## src/hdl/dffp_pkg.sv

```systemverilog
// shared types and constants for the dual fixed frame byte parser
// no dependencies; used by every module under hdl

package dffp_pkg;

  // frame markers
  localparam logic [7:0] DISP_HEADER   = 8'h7D;
  localparam logic [7:0] DISP_TRAILER  = 8'h7C;
  localparam logic [7:0] SHAPE_HEADER  = 8'h7B;
  localparam logic [7:0] SHAPE_TRAILER = 8'h7A;

  // frame lengths in bytes and byte counter widths
  localparam int DISP_LEN    = 8;
  localparam int SHAPE_LEN   = 14;
  localparam int DISP_CNT_W  = $clog2(DISP_LEN);
  localparam int SHAPE_CNT_W = $clog2(SHAPE_LEN);

  // heading value for one full turn
  localparam logic [15:0] FULL_TURN = 16'd360;

  // node id of the leader
  localparam logic [1:0] LEADER_ID = 2'd0;

  // frame kind codes
  typedef enum logic {
    KIND_DISP  = 1'b0,
    KIND_SHAPE = 1'b1
  } frame_kind_e;

  // one result item
  typedef struct packed {
    frame_kind_e        kind;
    logic signed [15:0] value_a;
    logic signed [15:0] value_b;
    logic signed [15:0] value_c;
    logic signed [15:0] value_d;
    logic signed [15:0] value_e;
    logic signed [15:0] value_f;
    logic               heading_valid;
  } result_t;

  // handshake between the stages
  typedef struct packed {
    logic valid;
    logic advance;
  } stage_ctl_t;

endpackage

```

## src/hdl/dffp_in_stage.sv

```systemverilog
// input register for received bytes with valid/stall handshake
// depends on dffp_pkg

module dffp_in_stage (
  input  logic               clk_i,
  input  logic               rst_ni,
  input  logic               in_valid_i,
  output logic               in_stall_o,
  input  logic [7:0]         rx_byte_i,
  input  logic               advance_i,
  output dffp_pkg::stage_ctl_t ctl_o,
  output logic [7:0]         byte_o
);

  logic       valid_q, valid_d;
  logic [7:0] byte_q;
  logic       accept;

  // hold the byte while the parse stage cannot move
  assign in_stall_o = valid_q && !advance_i;
  assign accept     = in_valid_i && !in_stall_o;

  // valid tracking
  always_comb begin
    valid_d = valid_q;
    if (accept) begin
      valid_d = 1'b1;
    end else if (advance_i) begin
      valid_d = 1'b0;
    end
  end

  always_ff @(posedge clk_i or negedge rst_ni) begin
    if (!rst_ni) begin
      valid_q <= 1'b0;
    end else begin
      valid_q <= valid_d;
    end
  end

  // byte register
  always_ff @(posedge clk_i) begin
    if (accept) begin
      byte_q <= rx_byte_i;
    end
  end

  assign ctl_o.valid   = valid_q;
  assign ctl_o.advance = valid_q && advance_i;
  assign byte_o        = byte_q;

endmodule

```

## src/hdl/dffp_parser.sv

```systemverilog
// both frame parsers: byte counters, frame buffers and result assembly
// depends on dffp_pkg

module dffp_parser (
  input  logic              clk_i,
  input  logic              rst_ni,
  input  logic              fire_i,
  input  logic [7:0]        byte_i,
  input  logic [1:0]        node_id_i,
  output logic              res_valid_o,
  output dffp_pkg::result_t res_o
);

  localparam int DW = dffp_pkg::DISP_CNT_W;
  localparam int SW = dffp_pkg::SHAPE_CNT_W;

  logic [DW-1:0] disp_cnt_q, disp_cnt_d, disp_cnt_mid;
  logic [SW-1:0] shape_cnt_q, shape_cnt_d, shape_cnt_eff;
  logic [7:0]    disp_buf_q  [dffp_pkg::DISP_LEN];
  logic [7:0]    shape_buf_q [dffp_pkg::SHAPE_LEN];

  logic disp_take, disp_last, disp_hit;
  logic shape_take, shape_last, shape_hit;
  logic [15:0] head_raw, head_swap;

  // displacement parser runs first
  assign disp_take = (disp_cnt_q != '0) || (byte_i == dffp_pkg::DISP_HEADER);
  assign disp_last = disp_take && (disp_cnt_q == DW'(dffp_pkg::DISP_LEN - 1));
  assign disp_hit  = disp_last && (byte_i == dffp_pkg::DISP_TRAILER);

  always_comb begin
    disp_cnt_mid = disp_cnt_q;
    if (disp_take) begin
      disp_cnt_mid = disp_last ? '0 : disp_cnt_q + DW'(1);
    end
  end

  // a good displacement frame restarts the shape parser on the same byte
  assign shape_cnt_eff = disp_hit ? '0 : shape_cnt_q;
  assign shape_take = (shape_cnt_eff != '0) || (byte_i == dffp_pkg::SHAPE_HEADER);
  assign shape_last = shape_take && (shape_cnt_eff == SW'(dffp_pkg::SHAPE_LEN - 1));
  assign shape_hit  = shape_last && (byte_i == dffp_pkg::SHAPE_TRAILER);

  // next counts; a good shape frame restarts the displacement parser
  always_comb begin
    shape_cnt_d = shape_cnt_eff;
    if (shape_take) begin
      shape_cnt_d = shape_last ? '0 : shape_cnt_eff + SW'(1);
    end
    disp_cnt_d = shape_hit ? '0 : disp_cnt_mid;
  end

  always_ff @(posedge clk_i or negedge rst_ni) begin
    if (!rst_ni) begin
      disp_cnt_q  <= '0;
      shape_cnt_q <= '0;
    end else if (fire_i) begin
      disp_cnt_q  <= disp_cnt_d;
      shape_cnt_q <= shape_cnt_d;
    end
  end

  // frame buffers, written at the current byte position
  always_ff @(posedge clk_i) begin
    if (fire_i && disp_take) begin
      disp_buf_q[disp_cnt_q] <= byte_i;
    end
    if (fire_i && shape_take) begin
      shape_buf_q[shape_cnt_eff] <= byte_i;
    end
  end

  // leader heading with 0 and a full turn swapped
  assign head_raw = {disp_buf_q[5], disp_buf_q[6]};
  always_comb begin
    head_swap = head_raw;
    if (head_raw == 16'd0) begin
      head_swap = dffp_pkg::FULL_TURN;
    end else if (head_raw == dffp_pkg::FULL_TURN) begin
      head_swap = 16'd0;
    end
  end

  // result assembly; both frames cannot finish on the same byte
  always_comb begin
    res_o = '0;
    if (disp_hit) begin
      res_o.kind    = dffp_pkg::KIND_DISP;
      res_o.value_a = {disp_buf_q[1], disp_buf_q[2]};
      res_o.value_b = {disp_buf_q[3], disp_buf_q[4]};
      if (node_id_i == dffp_pkg::LEADER_ID) begin
        res_o.value_c       = head_swap;
        res_o.heading_valid = 1'b1;
      end
    end else begin
      res_o.kind    = dffp_pkg::KIND_SHAPE;
      res_o.value_a = {shape_buf_q[1],  shape_buf_q[2]};
      res_o.value_b = {shape_buf_q[3],  shape_buf_q[4]};
      res_o.value_c = {shape_buf_q[5],  shape_buf_q[6]};
      res_o.value_d = {shape_buf_q[7],  shape_buf_q[8]};
      res_o.value_e = {shape_buf_q[9],  shape_buf_q[10]};
      res_o.value_f = {shape_buf_q[11], shape_buf_q[12]};
    end
  end

  assign res_valid_o = fire_i && (disp_hit || shape_hit);

endmodule

```

## src/hdl/dffp_out_stage.sv

```systemverilog
// result register with valid/stall handshake toward the consumer
// depends on dffp_pkg

module dffp_out_stage (
  input  logic              clk_i,
  input  logic              rst_ni,
  input  logic              fire_i,
  input  logic              res_valid_i,
  input  dffp_pkg::result_t res_i,
  output logic              advance_o,
  output logic              out_valid_o,
  input  logic              out_stall_i,
  output dffp_pkg::result_t res_o
);

  logic              valid_q, valid_d;
  dffp_pkg::result_t res_q;

  // the parse stage may move when the register is empty or being drained
  assign advance_o = !valid_q || !out_stall_i;

  always_comb begin
    valid_d = valid_q;
    if (advance_o) begin
      valid_d = fire_i && res_valid_i;
    end
  end

  always_ff @(posedge clk_i or negedge rst_ni) begin
    if (!rst_ni) begin
      valid_q <= 1'b0;
    end else begin
      valid_q <= valid_d;
    end
  end

  // result payload
  always_ff @(posedge clk_i) begin
    if (advance_o && fire_i && res_valid_i) begin
      res_q <= res_i;
    end
  end

  assign out_valid_o = valid_q;
  assign res_o       = res_q;

endmodule

```

## src/hdl/dual_fixed_frame_byte_parser.sv

```systemverilog
// top level of the dual fixed frame byte parser
// depends on dffp_pkg, dffp_in_stage, dffp_parser, dffp_out_stage
//
//   channel  | handshake                  | payload
//   ---------+----------------------------+-------------------------------
//   in       | in_valid_i / in_stall_o    | rx_byte_i
//   out      | out_valid_o / out_stall_i  | frame_kind_o, value_a_o..f_o,
//            |                            | heading_valid_o
//   cfg      | cfg_valid_i / cfg_ready_o  | cfg_data_i (node id)
//
// one byte per cycle sustained while out_stall_i is low; a byte is parsed while it sits in
// the input register, and a completed frame is written to the result register as its
// last byte leaves the input register
// reset clears both byte counters, the node id and all valid flags
// a held result stalls the parse stage, which then stalls the input

module dual_fixed_frame_byte_parser (
  input  logic               clk_i,
  input  logic               rst_ni,
  input  logic               in_valid_i,
  output logic               in_stall_o,
  input  logic [7:0]         rx_byte_i,
  output logic               out_valid_o,
  input  logic               out_stall_i,
  output logic               frame_kind_o,
  output logic signed [15:0] value_a_o,
  output logic signed [15:0] value_b_o,
  output logic signed [15:0] value_c_o,
  output logic signed [15:0] value_d_o,
  output logic signed [15:0] value_e_o,
  output logic signed [15:0] value_f_o,
  output logic               heading_valid_o,
  input  logic               cfg_valid_i,
  output logic               cfg_ready_o,
  input  logic [1:0]         cfg_data_i
);

  logic                 advance;
  dffp_pkg::stage_ctl_t in_ctl;
  logic [7:0]           byte_q;
  logic                 res_valid;
  dffp_pkg::result_t    res, res_out;
  logic [1:0]           node_id_q;

  // node id register, always ready
  assign cfg_ready_o = 1'b1;
  always_ff @(posedge clk_i or negedge rst_ni) begin
    if (!rst_ni) begin
      node_id_q <= 2'd0;
    end else if (cfg_valid_i && cfg_ready_o) begin
      node_id_q <= cfg_data_i;
    end
  end

  // input register
  dffp_in_stage u_in (
    .clk_i      (clk_i),
    .rst_ni     (rst_ni),
    .in_valid_i (in_valid_i),
    .in_stall_o (in_stall_o),
    .rx_byte_i  (rx_byte_i),
    .advance_i  (advance),
    .ctl_o      (in_ctl),
    .byte_o     (byte_q)
  );

  // parsers
  dffp_parser u_parser (
    .clk_i       (clk_i),
    .rst_ni      (rst_ni),
    .fire_i      (in_ctl.advance),
    .byte_i      (byte_q),
    .node_id_i   (node_id_q),
    .res_valid_o (res_valid),
    .res_o       (res)
  );

  // result register
  dffp_out_stage u_out (
    .clk_i       (clk_i),
    .rst_ni      (rst_ni),
    .fire_i      (in_ctl.advance),
    .res_valid_i (res_valid),
    .res_i       (res),
    .advance_o   (advance),
    .out_valid_o (out_valid_o),
    .out_stall_i (out_stall_i),
    .res_o       (res_out)
  );

  // result fields
  assign frame_kind_o    = res_out.kind;
  assign value_a_o       = res_out.value_a;
  assign value_b_o       = res_out.value_b;
  assign value_c_o       = res_out.value_c;
  assign value_d_o       = res_out.value_d;
  assign value_e_o       = res_out.value_e;
  assign value_f_o       = res_out.value_f;
  assign heading_valid_o = res_out.heading_valid;

  // input stalls only behind a held result
  a_stall_cause: assert property (@(posedge clk_i) disable iff (!rst_ni)
    in_stall_o |-> (in_ctl.valid && out_valid_o && out_stall_i))
    else $error("input stalled without a held result");

  // an accepted byte is in the input register next cycle
  a_in_capture: assert property (@(posedge clk_i) disable iff (!rst_ni)
    (in_valid_i && !in_stall_o) |=> in_ctl.valid)
    else $error("accepted byte not captured");

  // shape results never carry heading
  a_shape_heading: assert property (@(posedge clk_i) disable iff (!rst_ni)
    (out_valid_o && frame_kind_o) |-> !heading_valid_o)
    else $error("shape result with heading flag");

  // displacement results leave the shape-only fields at zero
  a_disp_zero: assert property (@(posedge clk_i) disable iff (!rst_ni)
    (out_valid_o && !frame_kind_o) |->
      (value_d_o == 16'sd0 && value_e_o == 16'sd0 && value_f_o == 16'sd0))
    else $error("displacement result with nonzero shape fields");

endmodule

```

## config.mk

```make
export PLATFORM = sky130hd
export DESIGN_NAME = dual_fixed_frame_byte_parser
export DESIGN_NICKNAME = d
export VERILOG_FILES = /design/src/hdl/dffp_pkg.sv /design/src/hdl/dffp_in_stage.sv /design/src/hdl/dffp_parser.sv /design/src/hdl/dffp_out_stage.sv /design/src/hdl/dual_fixed_frame_byte_parser.sv
export SDC_FILE = /design/constraint.sdc
export NUM_CORES = 1
export LEC_CHECK = 0
export ABC_CLOCK_PERIOD_IN_PS = 16300
export BUFFER_PORTS_ARGS = -buffer_cell sky130_fd_sc_hd__buf_4
export CAP_MARGIN = 10
export CORE_MARGIN = 5
export CORE_UTILIZATION = 64
export CTS_BUF_LIST = sky130_fd_sc_hd__clkbuf_8
export DETAILED_ROUTE_END_ITERATION = 16
export GPL_TIMING_DRIVEN = 0
export PLACE_DENSITY = 0.87
export SLEW_MARGIN = 30
export SYNTH_ARGS = -nofsm -noshare
export SYNTH_HDL_FRONTEND = slang
export SYNTH_SLANG_ARGS = --single-unit
```

## constraint.sdc

```tcl
create_clock -name clk_i -period 16.3 [get_ports clk_i]
set_input_delay 0.815 -clock clk_i [delete_from_list [all_inputs] [get_ports clk_i]]
set_output_delay 0.815 -clock clk_i [all_outputs]
set_load 0.01 [all_outputs]
```

Word-level counts from Yosys, hierarchy flattened:

Memories as Yosys holds them, arrays and structs flattened. A register that Yosys moved wholly into a read port is not among the register bits.
Cells that the tools add are included.
W data, S select, Z words.

* logic and storage cells: 67
* memories kept: 2
* output and inout bits: 101
* RAM bits: 176
* input bits: 15
* flip-flop bits (word level): 69

* equal/unequal tests: 7
* add/subtract/negate cells: 2
* muxes and demuxes: 17
* reduce and logical (&&, ||, !) cells: 28

Memory list
* u_parser.shape_buf_q: words 14, width 8, read ports 12, clocked after memory_dff 6, write ports 1, RTL line dffp_parser.sv:20 `logic [7:0] shape_buf_q [dffp_pkg::SHAPE_LEN];`
* u_parser.disp_buf_q: words 8, width 8, read ports 6, clocked after memory_dff 0, write ports 1, RTL line dffp_parser.sv:19 `logic [7:0] disp_buf_q [dffp_pkg::DISP_LEN];`

Operators with widths (count)
* $mux W49: 1
* $mux W16: 3
* $eq A8 B7 Y1 const B: 4
* $eq A16 B9 Y1 const B: 1
* $logic_not A16 Y1: 1
* $logic_and A1 B1 Y1: 13
* $mux W4: 3
* $mux W3: 3
* $mux W1: 7
* $add A4 B1 Y4 const B: 1
* $eq A4 B4 Y1 const B: 1
* $logic_not A1 Y1: 4
* $logic_or A1 B1 Y1: 4
* $reduce_bool A2 Y1: 2
* $reduce_bool A4 Y1: 1
* $add A3 B1 Y3 const B: 1
* $eq A3 B3 Y1 const B: 1
* $reduce_bool A3 Y1: 1
* $logic_not A2 Y1: 1
* $reduce_and A2 Y1: 1

Depth between registers and ports, before layout:

Gate-level depths: netlist (run 1).

* word-level depth: 12
* mapped depth: 11
* gate-level depth less buffers: 8

Modules after synthesis:

A second synthesis (run 1) with hierarchy kept.

* cells, all modules: 558
* area, all modules: 9449.1 um2

Modules (own cells, without submodules)
* dffp_parser: area an instance 6069.6 um2, seq. area each 4499.3 um2, times used 1, cells each 434
* dffp_out_stage: area an instance 2984.1 um2, seq. area each 2967.8 um2, times used 1, cells each 103
* dffp_in_stage: area an instance 311.5 um2, seq. area each 265.3 um2, times used 1, cells each 15
* dual_fixed_frame_byte_parser: area an instance 83.8 um2, seq. area each 50.0 um2, times used 1, cells each 6

Least setup slack after synthesis (run 1):

OpenSTA, ideal clock, no wires.

* path type: input to register
* start point: in out_stall_i
* end point: reg u_out.res_q (netlist bit u_out.res_o[0]) (enable)
* library setup time: 0.675 ns
* arrival time: 7.779 ns
* buffers on the path: 0
* data required time: 15.625 ns
* stages on the path: 3
* path slack: 7.846 ns
* cells stage by stage: nand2_1 > nand2_1 > nor3_1

* longest elaborated chain between the ends: 5
* elaborated cells on any way between the ends: 6
* classes of those cells: reduce/logical (6)

RTL lines
* start: declaration: RTL line dual_fixed_frame_byte_parser.sv:24 `input logic out_stall_i,`
* $logic_not A1 Y1 (*): RTL line dffp_out_stage.sv:20 `assign advance_o = !valid_q || !out_stall_i;`
* $logic_or A1 B1 Y1 (*): RTL line dffp_out_stage.sv:20
* $logic_and A1 B1 Y1: RTL line dffp_in_stage.sv:49 `assign ctl_o.advance = valid_q && advance_i;`
* $logic_and A1 B1 Y1, on equally long branches: RTL line dffp_out_stage.sv:39, dffp_parser.sv:106
* $logic_and A1 B1 Y1 (*): RTL line dffp_out_stage.sv:39 `if (advance_o && fire_i && res_valid_i) begin`
* end signal: assignment: RTL line dffp_out_stage.sv:40 `res_q <= res_i;`
* end: declaration: RTL line dffp_out_stage.sv:17 `dffp_pkg::result_t res_q;`

Every way passes the cells marked *; elsewhere a longest branch is shown, timed or not.
A chain may end at the register's enable or synchronous reset.

Worst setup path in the final report (run 1):

* start point: reg u_in.byte_q[3] (netlist: u_in.byte_o[3])
* end point: mem u_parser.shape_buf_q[3][7] (enable)

* longest elaborated chain between the ends: 10
* elaborated cells on any way between the ends: 12
* classes of those cells: eq/ne (3); mux (3); reduce/logical (6)

RTL lines
* start: declaration: RTL line dffp_in_stage.sv:16 `logic [7:0] byte_q;`
* start signal: assignment: RTL line dffp_in_stage.sv:44 `byte_q <= rx_byte_i;`
* $eq A8 B7 Y1: RTL line dffp_parser.sv:27 `assign disp_take = (disp_cnt_q != '0) || (byte_i == dffp_pkg::DISP_HEADER);`
* $logic_or A1 B1 Y1: RTL line dffp_parser.sv:27
* $logic_and A1 B1 Y1: RTL line dffp_parser.sv:28 `assign disp_last = disp_take && (disp_cnt_q == DW'(dffp_pkg::DISP_LEN - 1));`
* $logic_and A1 B1 Y1: RTL line dffp_parser.sv:29 `assign disp_hit = disp_last && (byte_i == dffp_pkg::DISP_TRAILER);`
* $mux W4: RTL line dffp_parser.sv:39 `assign shape_cnt_eff = disp_hit ? '0 : shape_cnt_q;`
* $reduce_bool A4 Y1: RTL line dffp_parser.sv:40 `assign shape_take = (shape_cnt_eff != '0) || (byte_i == dffp_pkg::SHAPE_HEADER);`
* $logic_or A1 B1 Y1: RTL line dffp_parser.sv:40
* $logic_and A1 B1 Y1: RTL line dffp_parser.sv:68 `if (fire_i && shape_take) begin`
* $mux W1: RTL line dffp_parser.sv:68
* $mux W1 (implied by the code): RTL line dffp_parser.sv:69 `shape_buf_q[shape_cnt_eff] <= byte_i;`
* end: declaration: RTL line dffp_parser.sv:20

Parallel ways exist; a longest one is shown, timed or not.

==> impl_metrics.json, run 1 <==
{
  "status": "finished clean",
  "grt_overflow_total": 0,
  "syn_area_per_cell_sq_um": 17.1,
  "netlist_top_cells_count": "edfxtp_1, nand2_1, and2_1",
  "clock.fmax_mhz": 321,
  "grt_pass1_vias": 5280,
  "routabilityCongestion": 0.914,
  "slew_viol_final": 0,
  "crit_arrival_ns": 3.32,
  "required_ns": 16.51,
  "port_buffers": 114,
  "top_layer_used": "met4",
  "grt_max_degree": 21,
  "vdd_drop_max_uv": 77.7,
  "remaining_drc_errors": 0,
  "leakage_nw": 4.14,
  "antennaDiodeCount": 0,
  "route.met3.wl_microns": 1850,
  "clk_latency_ns": 0.51,
  "clk_pin_slew_ns": 0.07,
  "synth-edff-count": 250,
  "rows": 44,
  "crit_slowest_cell": "edfxtp_1",
  "fin_crit_sh": 0.191,
  "clockBufferDepth": 3,
  "wl_met1_microns": 6700,
  "ys_ff_latch": 261,
  "die-height_microns": 131,
  "wl_microns": 18500,
  "nFillCells": 758,
  "vias": 5185,
  "utilization": 0.783,
  "synth_area_sq_um": 9330,
  "cts-root-buf": "clkbuf_8",
  "ant_nets": 0,
  "hold_viol": 0,
  "clock-sinks": 261,
  "cts_buffers": 38,
  "initial_core_util": 0.647,
  "drive_above_1_share": 0.279,
  "yosysMostFrequentCell": "edfxtp_1",
  "layout.nets": 729,
  "htree_levels": 2,
  "maxCapViolCount": 0,
  "dieArea_sq_um": 17100,
  "fin_crit_ns": 3.11,
  "tns_ns": 0,
  "first_iter_violations": 570,
  "synthDistinctLibCells": 46,
  "cp-end-kind": "flop",
  "synthTopCellsByArea": "edfxtp_1, nand2_1, and2_1",
  "grt_pass1_wl_microns": 28200,
  "hp-class": "primary input to async pin",
  "synthesis.nets": 562,
  "powerDensity_nw_per_um2": 127,
  "routed_via_density": 5.62,
  "num_io_pins": 116,
  "hold_buffers": 0,
  "dp_hpwl_microns": 11400,
  "path_cells": "nor2b_2 > nand4_4 > nor2_4 > inv_2 > buf_6 > nand2_1 > nor4_2 > buf_2",
  "route.met2.wl_microns": 9510,
  "critical-path-max-stage-delay_ns": 0.77,
  "antenna_found_initial": 0,
  "ys_async_sr_fraction": 0.0421,
  "finClkSkew_ns": 0.0226,
  "critPathMaxFanout": 20,
  "area.growth.synth_to_final_pct": 21.2,
  "ys_warn_count": 0,
  "start_kind": "flop",
  "rsz0062_at_grt": "no",
  "relSlewSlack": 0.363,
  "rr_startpoint": "u_in.byte_o[3]$_DFFE_PP_",
  "whs_ns": 0.135,
  "synth_top_area_frac": 0.805,
  "drt-pass1-iter-count": 5,
  "ys.flop_type": "edfxtp_1",
  "drt-wirelength-per-cell_microns": 20.1,
  "crit_type": "flop to flop",
  "cts_resized": 0,
  "core_sq_um": 14400,
  "syn-instance-count": 544,
  "cts_tree": "done",
  "grtUsageTotal": 0.222,
  "startpoint": "u_in.byte_o[3]$_DFFE_PP_",
  "synth.largest_area_cell": "edfxtp_1",
  "cts_setup_buffers": 0,
  "yosysSeqAreaShare": 0.834,
  "fp.dieW_microns": 131,
  "power_w": 0.00143,
  "tightest_slew_ns": 0.948,
  "final-setup-viol-count": 0
}
## area by class of cell
type / instances / area [sq um] / share of cell area
repair buffers: 127 / 960 / 0.0849
flip-flops and latches: 261 / 7780 / 0.689
clock inverters: 28 / 196 / 0.0174
multi-input cells: 258 / 1480 / 0.131
well taps: 184 / 230 / 0.0204
clock buffers: 39 / 537 / 0.0475
inverters: 6 / 22.5 / 0.00199
plain buffers: 19 / 93.8 / 0.00830
## worst max-delay path, delay by kind of cell, from the launching register on
family,cells,cell delay (ns)
buf+inv,3,0.58
flops,1,0.77
simple gates,5,1.45
## cell usage in the layout (no fill, tap or decap), types with 4 or more instances in the layout
cell type	synthesis	layout
edfxtp_1	250	250
buf_4	1	123
nand2_1	113	113
and2_1	50	50
clkbuf_8	0	39
inv_1	5	14
clkbuf_1	13	13
a22o_1	13	13
nor2_1	11	11
dfrtp_1	11	11
clkinv_1	0	8
clkinv_2	0	7
o21ai_0	6	6
buf_6	2	5
buf_2	3	5
a21oi_1	5	5
nor3_2	0	5
nand2b_1	4	4
o21ai_1	4	4
nor4_2	0	4
## registers in the layout, summed over array words and instances (netlist names), 4 cells and up
| signal | cells |
|---|---|
| u_out.res_o | 50 |
| value_e_o | 16 |
| u_in.byte_o | 8 |
| u_parser.shape_buf_q | 96 |
| value_d_o | 16 |
| u_parser.shape_cnt_q | 4 |
| value_f_o | 16 |
| u_parser.disp_buf_q | 48 |
## power by group
group	total [W]	internal [W]	switching (W)
Clock	0.000502	0.000271	0.000231
Sequential	0.000820	0.000788	0.0000314
Combinational	0.000108	0.0000346	0.0000736
Total	0.00143	0.00109	0.000336
## worst paths after layout
path                                                        end  slack, ns  depth (start not counted)
setup / recovery           u_parser.shape_buf_q[3][7]$_DFFE_PP_      13.19                          8
hold / removal              u_parser.shape_cnt_q[3]$_DFFE_PN0P_       0.14                          1
setup reg to reg           u_parser.shape_buf_q[3][7]$_DFFE_PP_      13.19                          8
hold reg to reg                       u_out.res_o[90]$_DFFE_PP_       0.51                          2
max in group asynchronous   u_parser.shape_cnt_q[0]$_DFFE_PN0P_      15.99                          1
min in group clk_i                     u_in.byte_o[6]$_DFFE_PP_       0.48                          1
## metrics by stage
step / instances / setup WS (ns) / instance area [sq um]
floorplan: 544 / 7.85 / 9330
global placement: 842 / 5.49 / 10400
detailed placement: 855 / 13.26 / 10600
CTS: 922 / 13.18 / 11300
global route: 922 / 13.05 / 11300
finish: 922 / 13.19 / 11300
## cells by family after synthesis
| kind of cell | Yosys count | synth area share |
|---|---|---|
| buffers and inverters | 25 | 0.0125 |
| DFF | 261 | 0.834 |
| adders and majority gates | 3 | 0.00403 |
| muxes | 3 | 0.00362 |
| other | 1 | 0.000402 |
| AOI/OAI and AO/OA | 37 | 0.0276 |
| and+or+nand+nor | 214 | 0.117 |
## routing by layer
| layer | global-route usage | up-vias |
|---|---|---|
| met5 | 0 | - |
| met3 | 0.0524 | 50 |
| met1 | 0.278 | 2492 |
| li1 | - | 2340 |
| met4 | 0.0774 | 0 |
| met2 | 0.385 | 303 |
No activity file was read; power rests on OpenSTA's default activity.
==> run 2: changes to the inputs <==
- ABC_AREA: unset -> 1
- ABC_CLOCK_PERIOD_IN_PS: 16300 -> 3250
- CORE_UTILIZATION: 64 -> 60
- PLACE_DENSITY: 0.87 -> 0.82
- clock period: 16.3 -> 3.25 ns (I/O delays scaled with it)
==> impl_metrics.json, run 2 <==
{
  "clockBufferDepth": 3,
  "dp.cells": 1005,
  "vdd_drop_max_uv": 536,
  "synth_area_sq_um": 9580,
  "tightest_slew_ns": 0.942,
  "dp_hpwl_microns": 11800,
  "first_iter_violations": 475,
  "internal-power_w": 0.00550,
  "ys_ff_latch": 261,
  "ys_warn_count": 0,
  "path_buf_inv": 4,
  "instances_no_fill": 1093,
  "hp-class": "primary input to async pin",
  "slew_viol_final": 0,
  "ys_async_sr_fraction": 0.0421,
  "seqPwrFrac": 0.564,
  "leakage_nw": 4.74,
  "largest_reg_flops": 96,
  "syn_area_per_cell_sq_um": 14.3,
  "whs_ns": 0.0497,
  "port_buffers": 114,
  "netlist_top_cells_count": "edfxtp_1, nand2_1, inv_2",
  "crit_top_cell": "nand2_1",
  "start_kind": "flop",
  "wl_microns": 19100,
  "critPathMaxFanout": 32,
  "tns_ns": 0,
  "remaining_drc_errors": 0,
  "required_ns": 3.45,
  "antennaDiodeCount": 0,
  "grtUsageTotal": 0.209,
  "powerDensity_nw_per_um2": 619,
  "grt_overflow_total": 0,
  "cp-end-kind": "flop",
  "crit_type": "flop to flop",
  "fin_crit_sh": 0.962,
  "power_frac_comb": 0.086,
  "synthesis.nets": 690,
  "path_cells": "inv_2 > nand2_1 > nor2_1 > nand2_2 > nand2_4 > nand3_4 > nand3_2 > nor2_1 > nand2_1 > nand2_1 > nand2_2 > clkinvlp_4 > buf_12 > buf_12",
  "synthTopCellsByArea": "edfxtp_1, nand2_1, dfrtp_1",
  "area.growth.synth_to_final_pct": 22.8,
  "crit_family": "simple AND/OR/NAND/NOR gates",
  "nFillCells": 951,
  "crit_arrival_ns": 3.33,
  "num_io_pins": 116,
  "fp.dieW_microns": 136,
  "clk_pin_slew_ns": 0.06,
  "ant_nets": 0,
  "met3_usage": 0.0489,
  "htree_levels": 2,
  "cts_buffers": 40,
  "clk_latency_ns": 0.52,
  "relSlewSlack": 0.372,
  "final_cell_mix": "edfxtp_1, nand2_1, buf_4, clkbuf_8, inv_2",
  "synth_top_area_frac": 0.784,
  "swShare": 0.244,
  "largest-register": "u_parser.shape_buf_q",
  "grt_pass1_vias": 5804,
  "synth.largest_area_cell": "edfxtp_1",
  "maxCapViolCount": 0,
  "yosysMostFrequentCell": "edfxtp_1",
  "grt_use_met1": 0.238,
  "fin_crit_ns": 3.13,
  "routed_via_density": 5.15,
  "met2_usage": 0.385,
  "syn-instance-count": 672,
  "ys.flop_type": "edfxtp_1",
  "routabilityCongestion": 0.917,
  "hold_viol": 0,
  "finClkSkew_ns": 0.0164,
  "status": "finished clean",
  "rsz0062_at_grt": "no",
  "utilization": 0.745,
  "dieArea_sq_um": 18600,
  "vias": 5633,
  "layout.nets": 866,
  "die-height_microns": 136,
  "final-setup-viol-count": 0,
  "drive_above_1_share": 0.287,
  "core_sq_um": 15800,
  "antenna_found_initial": 0,
  "final_common_cell": "edfxtp_1",
  "power_switching_w": 0.00178,
  "grt_max_degree": 35,
  "drt-pass1-iter-count": 5,
  "clock.fmax_mhz": 320,
  "cts-root-buf": "clkbuf_8",
  "initial_core_util": 0.607,
  "crit_slowest_cell": "edfxtp_1",
  "yosysSeqAreaShare": 0.813,
  "rows": 46,
  "clkPwrFrac": 0.349,
  "synth-edff-count": 250,
  "cts_tree": "done",
  "critical-path-max-stage-delay_ns": 0.90,
  "busiest_layer": "met2",
  "synthDistinctLibCells": 30,
  "clock-sinks": 261,
  "drt-wirelength-per-cell_microns": 17.5,
  "grt_pass1_wl_microns": 29500
}
==> run 2: cell types whose count changed after synthesis, moves of 6 or more <==
cell	previous run	this run
nand2_1	113	223
and2_1	50	0
inv_2	1	43
inv_1	5	34
nor2_1	11	27
a22o_1	13	0
nand3_1	2	13
o21ai_1	4	15
clkbuf_1	13	3
o21ai_0	6	0
==> run 2: final cells by class <==
class	instances	area (sq um)	share of cell area
Sequential cell	261	7780	0.662
Multi-Input combinational cell	315	1430	0.121
Buffer	18	129	0.0110
Clock inverter	25	128	0.0109
Tap cell	216	270	0.0230
Inverter	78	298	0.0253
Clock buffer	46	633	0.0539
Timing Repair Buffer	134	1090	0.0928
==> run 2: power by group through the flow <==
| stage | combinational (W) | clock (W) | sequential, W |
|---|---|---|---|
| 6_report | 0.000629 | 0.00254 | 0.00411 |
| 5_1_grt | 0.000697 | 0.00274 | 0.00413 |
| 4_1_cts | 0.000603 | 0.00257 | 0.00411 |
| 3_5_place_dp | 0.000577 | 0 | 0.00418 |
| 3_3_place_gp | 0.000526 | 0 | 0.00415 |
| 2_1_floorplan | 0.000423 | 0 | 0.00411 |
==> run 2: cells by family after synthesis <==
family | synth area share
simple gates | 0.124
compound gates | 0.0127
mux | 0.00235
other cells | 0.000392
fa+ha+maj | 0.00392
flops | 0.813
buf+inv | 0.0442
==> run 2: per-layer routing <==
layer | up-vias | part of all wire
met3 | 47 | 0.074
met2 | 253 | 0.54
li1 | 2636 | -
met1 | 2697 | 0.36
met4 | 0 | 0.024
met5 | - | 0
==> run 2: timing repair <==
| item | in CTS | in global routing |
|---|---|---|
| setup buffers | 0 | 2 |
| gates resized for setup | 1 | 1 |
| hold endpoints to repair | 23 | 0 |
| setup endpoints to repair | 8 | 40 |
| hold buffers | 15 | 0 |
==> run 2: per-stage QoR <==
stage               total power (W)  cell area (sq um)  worst slack [ns]
finish                      0.00728              11800             0.124
global route                0.00757              11800           0.00367
CTS                         0.00728              11700            0.0499
detailed placement          0.00476              10800           -0.0586
global placement            0.00468              10700             -1.12
floorplan                   0.00453               9600           -0.0605
==> run 2: path summary, 6_finish.rpt <==
kind | end | from | slack (ns) | depth (start not counted)
setup reg to reg | value_d_o[14]$_SDFFCE_PN0P_ | u_in.byte_o[1]$_DFFE_PP_ | 0.12 | 14
hold / removal | u_out.out_valid_o$_DFFE_PN0N_ | rst_ni | 0.05 | 2
setup / recovery | value_d_o[14]$_SDFFCE_PN0P_ | u_in.byte_o[1]$_DFFE_PP_ | 0.12 | 14
max in group asynchronous | node_id_q[0]$_DFFE_PN0P_ | rst_ni | 3.01 | 2
min in group clk_i | u_in.byte_o[6]$_DFFE_PP_ | rx_byte_i[6] | 0.38 | 2
hold reg to reg | value_e_o[4]$_SDFFCE_PN0P_ | u_parser.shape_buf_q[10][4]$_DFFE_PP_ | 0.50 | 2
==> run 2: worst register-to-register path: stages, from the launching register on <==
cell and delay (ns):
edfxtp_1 0.90, inv_2 0.12, nand2_1 0.09, nor2_1 0.07, nand2_2 0.10, nand2_4 0.09
nand3_4 0.14, nand3_2 0.12, nor2_1 0.22, nand2_1 0.18, nand2_1 0.11, nand2_2 0.08
clkinvlp_4 0.14, buf_12 0.22, buf_12 0.24
